`src/sv/mtg_pkg.sv`:
```
// Shared constants, types and the tempering function of the Mersenne twister word generator.
package mtg_pkg;

  localparam int unsigned TBL_N = 624;
  localparam int unsigned TBL_M = 397;
  localparam int unsigned IDX_W = 10;

  localparam logic [IDX_W-1:0] TBL_LAST     = IDX_W'(TBL_N - 1);
  localparam logic [IDX_W-1:0] IDX_ZERO     = '0;
  localparam logic [IDX_W-1:0] IDX_RESEED   = IDX_W'(1);
  localparam logic [IDX_W-1:0] IDX_M        = IDX_W'(TBL_M);

  localparam logic [31:0] SEED_MUL     = 32'd69069;
  localparam logic [31:0] TWIST_XOR    = 32'd2567483615;
  localparam logic [31:0] TEMPER_B     = 32'd2636928640;
  localparam logic [31:0] TEMPER_C     = 32'd4022730752;
  localparam logic [31:0] DEFAULT_SEED = 32'h8f8f8f8f;

  localparam logic [2:0] ADDR_DEFAULT_SEED = 3'd0;

  typedef enum logic [2:0] {
    DP_NOP,
    DP_SEED,
    DP_FILL,
    DP_PRIME,
    DP_LOAD,
    DP_TWIST,
    DP_READ,
    DP_OUT
  } dp_op_t;

  typedef struct packed {
    dp_op_t           op;
    logic [IDX_W-1:0] idx;
    logic [31:0]      seed;
  } dp_cmd_t;

  typedef struct packed {
    logic slot_free;
  } dp_status_t;

  function automatic logic [31:0] temper(input logic [31:0] w_in);
    logic [31:0] w;
    w = w_in;
    w = w ^ (w >> 11);
    w = w ^ ((w << 7) & TEMPER_B);
    w = w ^ ((w << 15) & TEMPER_C);
    w = w ^ (w >> 18);
    return w;
  endfunction

endpackage

```
`src/sv/mtg_ctrl.sv`:
```
// Controller of the generator: request decode, fill and twist sequencing, read index.
module mtg_ctrl (
  input  logic                 clk,
  input  logic                 rst_n,
  input  logic                 in_tvalid,
  output logic                 in_tready,
  input  logic                 in_tuser,
  input  logic [31:0]          in_tdata,
  input  logic [31:0]          default_seed,
  input  mtg_pkg::dp_status_t  status,
  output mtg_pkg::dp_cmd_t     cmd
);

  typedef enum logic [2:0] {
    ST_IDLE,
    ST_FILL,
    ST_PRIME,
    ST_LOAD,
    ST_TWIST,
    ST_READ,
    ST_DATA
  } state_t;

  state_t                    state_r, state_nxt;
  logic [mtg_pkg::IDX_W-1:0] cnt_r, cnt_nxt;
  logic [mtg_pkg::IDX_W-1:0] idx_r, idx_nxt;
  logic                      seeded_r, seeded_nxt;
  logic                      reseed_r, reseed_nxt;

  assign in_tready = (state_r == ST_IDLE);

  always_comb begin
    state_nxt  = state_r;
    cnt_nxt    = cnt_r;
    idx_nxt    = idx_r;
    seeded_nxt = seeded_r;
    reseed_nxt = reseed_r;
    cmd.op     = mtg_pkg::DP_NOP;
    cmd.idx    = cnt_r;
    cmd.seed   = in_tdata;
    case (state_r)
      ST_IDLE: begin
        if (in_tvalid) begin
          if (in_tuser) begin
            cmd.op     = mtg_pkg::DP_SEED;
            seeded_nxt = 1'b1;
            reseed_nxt = 1'b1;
            cnt_nxt    = mtg_pkg::IDX_ZERO;
            state_nxt  = ST_FILL;
          end else if (idx_r == mtg_pkg::IDX_ZERO) begin
            reseed_nxt = 1'b0;
            if (!seeded_r) begin
              cmd.op     = mtg_pkg::DP_SEED;
              cmd.seed   = default_seed;
              seeded_nxt = 1'b1;
              cnt_nxt    = mtg_pkg::IDX_ZERO;
              state_nxt  = ST_FILL;
            end else begin
              state_nxt = ST_PRIME;
            end
          end else begin
            state_nxt = ST_READ;
          end
        end
      end
      ST_FILL: begin
        cmd.op = mtg_pkg::DP_FILL;
        if (cnt_r == mtg_pkg::TBL_LAST) begin
          cnt_nxt   = mtg_pkg::IDX_ZERO;
          state_nxt = ST_PRIME;
        end else begin
          cnt_nxt = cnt_r + mtg_pkg::IDX_W'(1);
        end
      end
      ST_PRIME: begin
        cmd.op    = mtg_pkg::DP_PRIME;
        state_nxt = ST_LOAD;
      end
      ST_LOAD: begin
        cmd.op    = mtg_pkg::DP_LOAD;
        cnt_nxt   = mtg_pkg::IDX_ZERO;
        state_nxt = ST_TWIST;
      end
      ST_TWIST: begin
        cmd.op = mtg_pkg::DP_TWIST;
        if (cnt_r == mtg_pkg::TBL_LAST) begin
          idx_nxt   = reseed_r ? mtg_pkg::IDX_RESEED : mtg_pkg::IDX_ZERO;
          state_nxt = ST_READ;
        end else begin
          cnt_nxt = cnt_r + mtg_pkg::IDX_W'(1);
        end
      end
      ST_READ: begin
        cmd.op    = mtg_pkg::DP_READ;
        cmd.idx   = idx_r;
        state_nxt = ST_DATA;
      end
      ST_DATA: begin
        cmd.idx = idx_r;
        if (status.slot_free) begin
          cmd.op    = mtg_pkg::DP_OUT;
          idx_nxt   = (idx_r == mtg_pkg::TBL_LAST) ? mtg_pkg::IDX_ZERO
                                                   : idx_r + mtg_pkg::IDX_W'(1);
          state_nxt = ST_IDLE;
        end
      end
      default: begin
        state_nxt = ST_IDLE;
      end
    endcase
  end

  always_ff @(posedge clk) begin
    if (!rst_n) begin
      state_r  <= ST_IDLE;
      cnt_r    <= '0;
      idx_r    <= '0;
      seeded_r <= 1'b0;
      reseed_r <= 1'b0;
    end else begin
      state_r  <= state_nxt;
      cnt_r    <= cnt_nxt;
      idx_r    <= idx_nxt;
      seeded_r <= seeded_nxt;
      reseed_r <= reseed_nxt;
    end
  end

  a_idx_range: assert property (@(posedge clk) disable iff (!rst_n)
    idx_r <= mtg_pkg::TBL_LAST)
    else $error("read index left the table");

  a_cnt_range: assert property (@(posedge clk) disable iff (!rst_n)
    cnt_r <= mtg_pkg::TBL_LAST)
    else $error("sweep counter left the table");

  a_twist_seeded: assert property (@(posedge clk) disable iff (!rst_n)
    (state_r == ST_PRIME) |-> seeded_r)
    else $error("twist started on an unseeded table");

  a_reseed_index: assert property (@(posedge clk) disable iff (!rst_n)
    (state_r == ST_TWIST && cnt_r == mtg_pkg::TBL_LAST && reseed_r) |=>
    (idx_r == mtg_pkg::IDX_RESEED))
    else $error("reseed did not move the read index to entry one");

endmodule
```
`config.mk`:
```
export PLATFORM = sky130hd
export DESIGN_NAME = mtg_ctrl
export DESIGN_NICKNAME = d
export VERILOG_FILES = /design/src/sv/mtg_pkg.sv /design/src/sv/mtg_ctrl.sv
export SDC_FILE = /design/constraint.sdc
export NUM_CORES = 1
export LEC_CHECK = 0
export ABC_AREA = 1
export ABC_CLOCK_PERIOD_IN_PS = 1640
export BUFFER_PORTS_ARGS = -buffer_cell sky130_fd_sc_hd__buf_4
export CAP_MARGIN = 0
export CORE_UTILIZATION = 41
export CTS_BUF_LIST = sky130_fd_sc_hd__clkbuf_16
export DETAILED_ROUTE_END_ITERATION = 8
export PLACE_DENSITY = 0.75
export SYNTH_ARGS = -nofsm -noshare
export SYNTH_HDL_FRONTEND = slang
export SYNTH_SLANG_ARGS = --single-unit
```
`constraint.sdc`:
```
create_clock -name clk -period 1.64 [get_ports clk]
set_clock_uncertainty 0.2 [all_clocks]
set_input_delay 0.082 -clock clk [delete_from_list [all_inputs] [get_ports clk]]
set_output_delay 0.082 -clock clk [all_outputs]
set_load 0.005 [all_outputs]
```
==> results of run 1 <==
==> synth_stat cells <==
cell type	count
a21oi_1	21
buf_2	1
buf_4	2
buf_6	6
clkbuf_1	3
clkbuf_2	1
clkinv_1	1
clkinv_2	1
dfxtp_1	25
ha_1	3
inv_1	70
inv_2	1
mux2_2	1
nand2_1	129
nand2_2	1
nand2_4	2
nand3_1	28
nand3_2	1
nand3_4	1
nand3b_1	2
nand4_1	2
nor2_1	55
nor2_2	1
nor2_4	1
nor3_1	5
nor3_2	1
nor3_4	1
nor3b_1	1
o211ai_1	1
o21ai_0	16
o21ai_2	32
or2_2	1
xor2_1	1
==> registers in the layout (all words and copies together) (netlist names) <==
name and cells:
idx_r 10, state_r 3, seeded_r 1, cnt_r 10, reseed_r 1
==> what timing repair did <==
item / 4_1_cts / 5_1_grt
setup endpoints to repair: 68 / 70
pin swaps: 8 / 24
cloned: 2 / 2
resized for setup: 57 / 82
buffers inserted: 6 / 8
endpoints found under the hold margin: 10 / 0
hold buffers: 3 / 0
==> layout by cell type, fill, tap and decap left out, types with 3 or more instances in the layout <==
| cell type | instances |
|---|---|
| nand3_4 | 6 |
| inv_4 | 3 |
| clkbuf_16 | 3 |
| nor3_4 | 4 |
| buf_6 | 13 |
| o21ai_0 | 5 |
| inv_2 | 6 |
| nand2_2 | 26 |
| buf_4 | 165 |
| nand3_1 | 23 |
| nor2_4 | 7 |
| nor2_2 | 3 |
| o21ai_1 | 4 |
| dfxtp_1 | 19 |
| o21ai_2 | 39 |
| dlygate4sd3_1 | 3 |
| nand2_4 | 12 |
| buf_12 | 3 |
| nor2_1 | 47 |
| inv_1 | 63 |
| a21oi_2 | 7 |
| a21oi_1 | 14 |
| dfxtp_2 | 5 |
| nand2_1 | 94 |
==> through the flow <==
stage | instances | setup WS [ns]
after CTS | 657 | -0.292
final | 666 | -0.331
after global placement | 642 | -0.117
after global routing | 666 | -0.449
after detailed placement | 642 | -0.169
after floorplan | 418 | 0.00289
==> routing by layer <==
metal / wire, um / global-route usage
met3: 920 / 0.0430
met2: 4950 / 0.514
met4: 367 / 0.0889
met5: 0 / 0
met1: 3410 / 0.307
==> cell families (layout without fill, tap and decap cells) <==
group / Yosys count / after routing / synth area share
compound gates: 70 / 70 / 0.196
xor+xnor: 1 / 1 / 0.00364
fa+ha+maj: 3 / 3 / 0.0156
buf+inv: 86 / 261 / 0.157
flops: 25 / 25 / 0.208
mux: 1 / 1 / 0.00468
simple gates: 232 / 233 / 0.414
==> power by group through the flow <==
stage                     sequential [uW]  combinational (uW)  clock (uW)
after CTS                             702                1860         545
final                                 711                2130         551
after global routing                  717                2300         577
after detailed placement              711                1690           0
after global placement                709                1660           0
after floorplan                       715                 883           0
==> cell type report <==
| cell class | instances | share of cell area |
|---|---|---|
| multi-input cells | 308 | 0.438 |
| well taps | 72 | 0.0207 |
| repair buffers | 184 | 0.339 |
| clock inverters | 1 | 0.000864 |
| flip-flops and latches | 25 | 0.117 |
| inverters | 73 | 0.0659 |
| clock buffers | 3 | 0.0173 |
==> worst max-delay path by stage <==
| stage | start | to | slack (ns) | cells past startpoint |
|---|---|---|---|---|
| 2_1_floorplan | idx_r[0] | cnt_r[0] | 0.003 | 9 |
| 3_3_place_gp | idx_r[1] | cnt_r[0] | -0.12 | 9 |
| 3_5_place_dp | cnt_r[0] | idx_r[7] | -0.17 | 8 |
| 4_1_cts | state_r[0] | cmd[3] | -0.29 | 10 |
| 5_1_grt | idx_r[5] | cmd[19] | -0.45 | 8 |
| 6_report | state_r[1] | cmd[19] | -0.33 | 10 |
==> worst min-delay path, cell delays in order <==
cell and delay [ns]:
buf_4 0.13, nand2_4 0.07, inv_1 0.05, nand2_1 0.09
a21oi_2 0.06
==> impl_metrics.py, run 1 <==
metrics = {
    "synth": {
        "yosys-top-cells-area": "dfxtp_1 (21%), nand2_1 (20%), o21ai_2 (12%)",
        "ys_ff_latch": 25,
        "syn_nets": 490,
        "yosys.area.top_type": "dfxtp_1",
        "ys_seq_area_frac": 0.208,
        "yosysUniqueCellTypes": 33,
        "synth_warnings": 0,
        "postSynthAreaPerCell_um2": 5.76,
        "synth_top_area_share": 0.208,
        "synthesis.area_um2": 2410,
        "synth_cells": 418,
    },
    "route": {
        "dr.pass1.iters": 5,
        "dr.first_iter.drc_count": 155,
        "post_drt_via_cell_ratio": 5.09,
        "wirelength_mm": 9.65,
        "ant_nets": 0,
        "via_count": 3387,
        "drc_errors": 0,
        "post_drt_wl_per_cell_um": 14.5,
    },
    "power_and_ir_drop": {
        "peakVddDrop_mv": 0.663,
        "p_total_uw": 3400,
        "p_sw_frac": 0.395,
        "switching_power_uw": 1340,
        "cellInternalPower_uw": 2060,
        "p_leak_uw": 0.00228,
        "pwr-share-seq": 0.209,
        "power.share.clock": 0.162,
        "comb_power_share": 0.628,
        "powerDensity_nw_per_um2": 781,
    },
    "sta": {
        "fin_crit_ns": 1.97,
        "fmax_mhz": 507,
        "rsz0062_at_grt": "yes",
        "tightestPinTransition_ns": 0.583,
        "slew_violations": 0,
        "setup-violations-final": 68,
        "period_share": 1.20,
        "finalHoldViolations": 0,
        "tns_ns": -15.33,
        "fin_ws_ns": -0.331,
        "slew_headroom": 0.609,
        "whs_ns": 0.0677,
    },
    "critical_path": {
        "max_stage_delay_ns": 0.36,
        "cp_max_fo": 32,
        "path_class": "register to output pin",
        "critPathMostFrequentCell": "nand2_4",
        "rrSetupSlack_ns": -0.26,
        "critPathRequiredTime_ns": 1.36,
        "path_cells": "nor2_4 > nand2_4 > clkinv_4 > nand2_4 > nor3_4 > nand3_4 > buf_12 > nand2_1 > o21ai_2 > buf_4",
        "cp_top_family": "simple AND/OR/NAND/NOR gates",
        "start_kind": "register",
        "endpoint_kind": "output pin",
        "rr_worst_depth": 11,
        "r2r_end": "idx_r[5]",
        "critical_path_buf_inv_count": 3,
        "crit_slowest_cell": "dfxtp_4",
        "crit_arrival_ns": 1.69,
        "r2r_start": "cnt_r[9]",
    },
    "floorplanning": {
        "initial_core_util": 0.432,
        "die_x_um": 78.6,
        "coreArea_um2": 5570,
        "dieArea_um2": 6180,
        "num_rows": 27,
        "ios": 115,
        "chipHeight_um": 78.6,
    },
    "clocking": {
        "cts_tree": "built",
        "clk_path_buf_depth": 2,
        "path_clk_slew_ns": 0.07,
        "insertion_delay_ns": 0.26,
        "numCtsBuffers": 3,
        "cts_root_buf": "clkbuf_16",
        "cts.sinks": 25,
        "h-tree-depth": 1,
    },
    "grt": {
        "grt_pass1_vias": 3060,
        "grt_max_degree": 33,
        "grt_pass1_wl_mm": 13.5,
        "overflow": 0,
        "track_usage": 0.273,
        "antenna_found_initial": 0,
    },
    "place": {
        "dp_hpwl_mm": 6.62,
        "gp_congestion": 0.922,
        "placed_area_um2": 3660,
        "io_buffers": 114,
    },
    "hold_path": {
        "whs_endpoint": "reseed_r",
        "min_from": "in_tvalid",
        "hold_depth": 5,
        "holdCritPathClass": "primary input to register",
    },
    "layout": {
        "nets": 667,
        "fin_util": 0.780,
        "seqCellArea_um2": 510,
        "drive_gt1_frac": 0.525,
        "area_delta_synth_final_pct": 80.6,
        "multi_input_area_um2": 1910,
        "fillers": 386,
        "postLayoutCellArea_um2": 4350,
        "n_antenna_cell": 0,
    },
    "job": {
        "max-cap-violations": 0,
    },
    "outcome": {
        "violations": "setup timing",
        "status": "finished, violations left",
    },
}
Note: power is estimated with default switching activity, not from simulation.
==> inputs of run 2 (changes only) <==
CTS_BUF_LIST = default   (was sky130_fd_sc_hd__clkbuf_16)
==> impl_metrics.py, run 2 (same netlist as run 1, synthesis figures left out) <==
metrics = {
    "layout": {
        "reg_top3": "cnt_r (10), idx_r (10), state_r (3)",
        "final_common_cell": "buf_4",
        "instances_no_fill": 659,
        "postLayoutCellArea_um2": 4070,
        "drive_gt1_frac": 0.455,
        "final_cell_mix": "buf_4 (163), nand2_1 (121), inv_1 (64)",
        "fillers": 459,
        "nets": 660,
        "n_antenna_cell": 0,
        "area_delta_synth_final_pct": 69.2,
    },
    "power_and_ir_drop": {
        "power.share.clock": 0.123,
        "pwr-share-seq": 0.236,
        "p_sw_frac": 0.396,
        "comb_power_share": 0.641,
        "cellInternalPower_uw": 1800,
        "p_leak_uw": 0.00215,
        "peakVddDrop_mv": 0.572,
        "p_total_uw": 2980,
        "powerDensity_nw_per_um2": 731,
        "switching_power_uw": 1180,
    },
    "grt": {
        "grt_pass1_wl_mm": 13.5,
        "grt_max_degree": 25,
        "antenna_found_initial": 0,
        "overflow": 0,
        "grt_pass1_vias": 2964,
        "track_usage": 0.270,
    },
    "sta": {
        "slew_violations": 0,
        "tns_ns": -14.89,
        "slew_headroom": 0.627,
        "fin_ws_ns": -0.351,
        "finalHoldViolations": 0,
        "rsz0062_at_grt": "yes",
        "setup-violations-final": 63,
        "fmax_mhz": 502,
        "tightestPinTransition_ns": 0.556,
        "fin_crit_ns": 1.99,
        "period_share": 1.21,
    },
    "clocking": {
        "cts.sinks": 25,
        "h-tree-depth": 1,
        "insertion_delay_ns": 0.26,
        "numCtsBuffers": 3,
        "cts_tree": "built",
        "cts_root_buf": "clkbuf_8",
        "path_clk_slew_ns": 0.09,
        "clk_path_buf_depth": 2,
    },
    "place": {
        "io_buffers": 114,
        "dp_cells": 642,
        "dp_hpwl_mm": 6.62,
        "placed_area_um2": 3660,
        "gp_congestion": 0.922,
    },
    "job": {
        "max-cap-violations": 0,
    },
    "hold_path": {
        "min_from": "in_tvalid",
        "holdCritPathClass": "primary input to register",
        "whs_endpoint": "reseed_r",
        "hold_depth": 5,
    },
    "route": {
        "ant_nets": 0,
        "dr.pass1.iters": 5,
        "dr.first_iter.drc_count": 149,
        "wirelength_mm": 8.77,
        "post_drt_wl_per_cell_um": 13.3,
        "via_count": 3234,
        "drc_errors": 0,
        "post_drt_via_cell_ratio": 4.91,
    },
    "floorplanning": {
        "num_rows": 27,
        "dieArea_um2": 6180,
        "coreArea_um2": 5570,
        "ios": 115,
        "chipHeight_um": 78.6,
        "initial_core_util": 0.432,
        "die_x_um": 78.6,
    },
    "critical_path": {
        "endpoint_kind": "output pin",
        "path_class": "register to output pin",
        "cp_max_fo": 16,
        "critPathMostFrequentCell": "nand2_4",
        "r2r_start": "state_r[1]",
        "critPathRequiredTime_ns": 1.36,
        "crit_slowest_cell": "dfxtp_2",
        "max_stage_delay_ns": 0.35,
        "rrSetupSlack_ns": -0.23,
        "start_kind": "register",
        "crit_arrival_ns": 1.71,
        "path_cells": "nor2_4 > nand2_4 > clkinv_2 > nand2_4 > nor3_4 > nand3_4 > buf_12 > nand2_1 > o21ai_2 > buf_4",
        "rr_worst_depth": 11,
        "r2r_end": "cnt_r[8]",
    },
    "outcome": {
        "status": "finished, violations left",
        "violations": "setup timing",
    },
}
-- run 2: power groups by stage --
stage / combinational (uW) / sequential [uW] / clock [uW]
after CTS: 1830 / 701 / 374
after global placement: 1660 / 709 / 0
final: 1910 / 703 / 367
after global routing: 2070 / 712 / 402
after detailed placement: 1690 / 711 / 0
after floorplan: 883 / 715 / 0
-- run 2: worst max path at each step --
stage / from / to / slack [ns] / depth (start not counted)
after CTS: state_r[1] / cmd[17] / -0.35 / 10
final: state_r[1] / cmd[12] / -0.35 / 10
after global routing: state_r[1] / cmd[21] / -0.46 / 10
after detailed placement: cnt_r[0] / idx_r[7] / -0.17 / 8
after floorplan: idx_r[0] / cnt_r[0] / 0.003 / 9
after global placement: idx_r[1] / cnt_r[0] / -0.12 / 9
-- run 2: worst max-delay path, delay by kind of cell (launching register included) --
family                 cells  cell delay, ns
AND/OR/NAND/NOR            6            0.64
buffers and inverters      3            0.39
AO/OA/AOI/OAI              1            0.06
flip-flops                 1            0.35
-- run 2: metal layers --
layer	global-route usage	vias to the layer above	part of all wire
li1	-	1633	-
met1	0.309	1431	0.37
met2	0.507	152	0.51
met3	0.0384	18	0.093
met4	0.0889	0	0.025
met5	0	-	0
-- run 2: final cells by class --
| class | instances | area, um2 | share of cell area |
|---|---|---|---|
| clock buffers | 4 | 45.0 | 0.0111 |
| inverters | 73 | 278 | 0.0682 |
| well taps | 72 | 90.1 | 0.0221 |
| multi-input cells | 308 | 1730 | 0.425 |
| flip-flops and latches | 25 | 509 | 0.125 |
| repair buffers | 177 | 1420 | 0.349 |
-- run 2: per-stage QoR --
step	utilization	hold slack, ns	worst slack (ns)
after CTS	0.705	0.0378	-0.355
after global routing	0.731	0.0784	-0.461
final	0.731	0.0655	-0.351
after global placement	0.657	0.187	-0.117
after floorplan	-	0.0291	0.00289
after detailed placement	0.657	0.192	-0.169
-- run 2: what timing repair did --
item | 4_1_cts | 5_1_grt
gates resized for setup | 34 | 35
setup endpoints to repair | 68 | 70
cloned | 1 | 1
buffers inserted | 6 | 3
hold buffers | 3 | 0
hold endpoints to repair | 10 | 0
pin swaps | 10 | 15
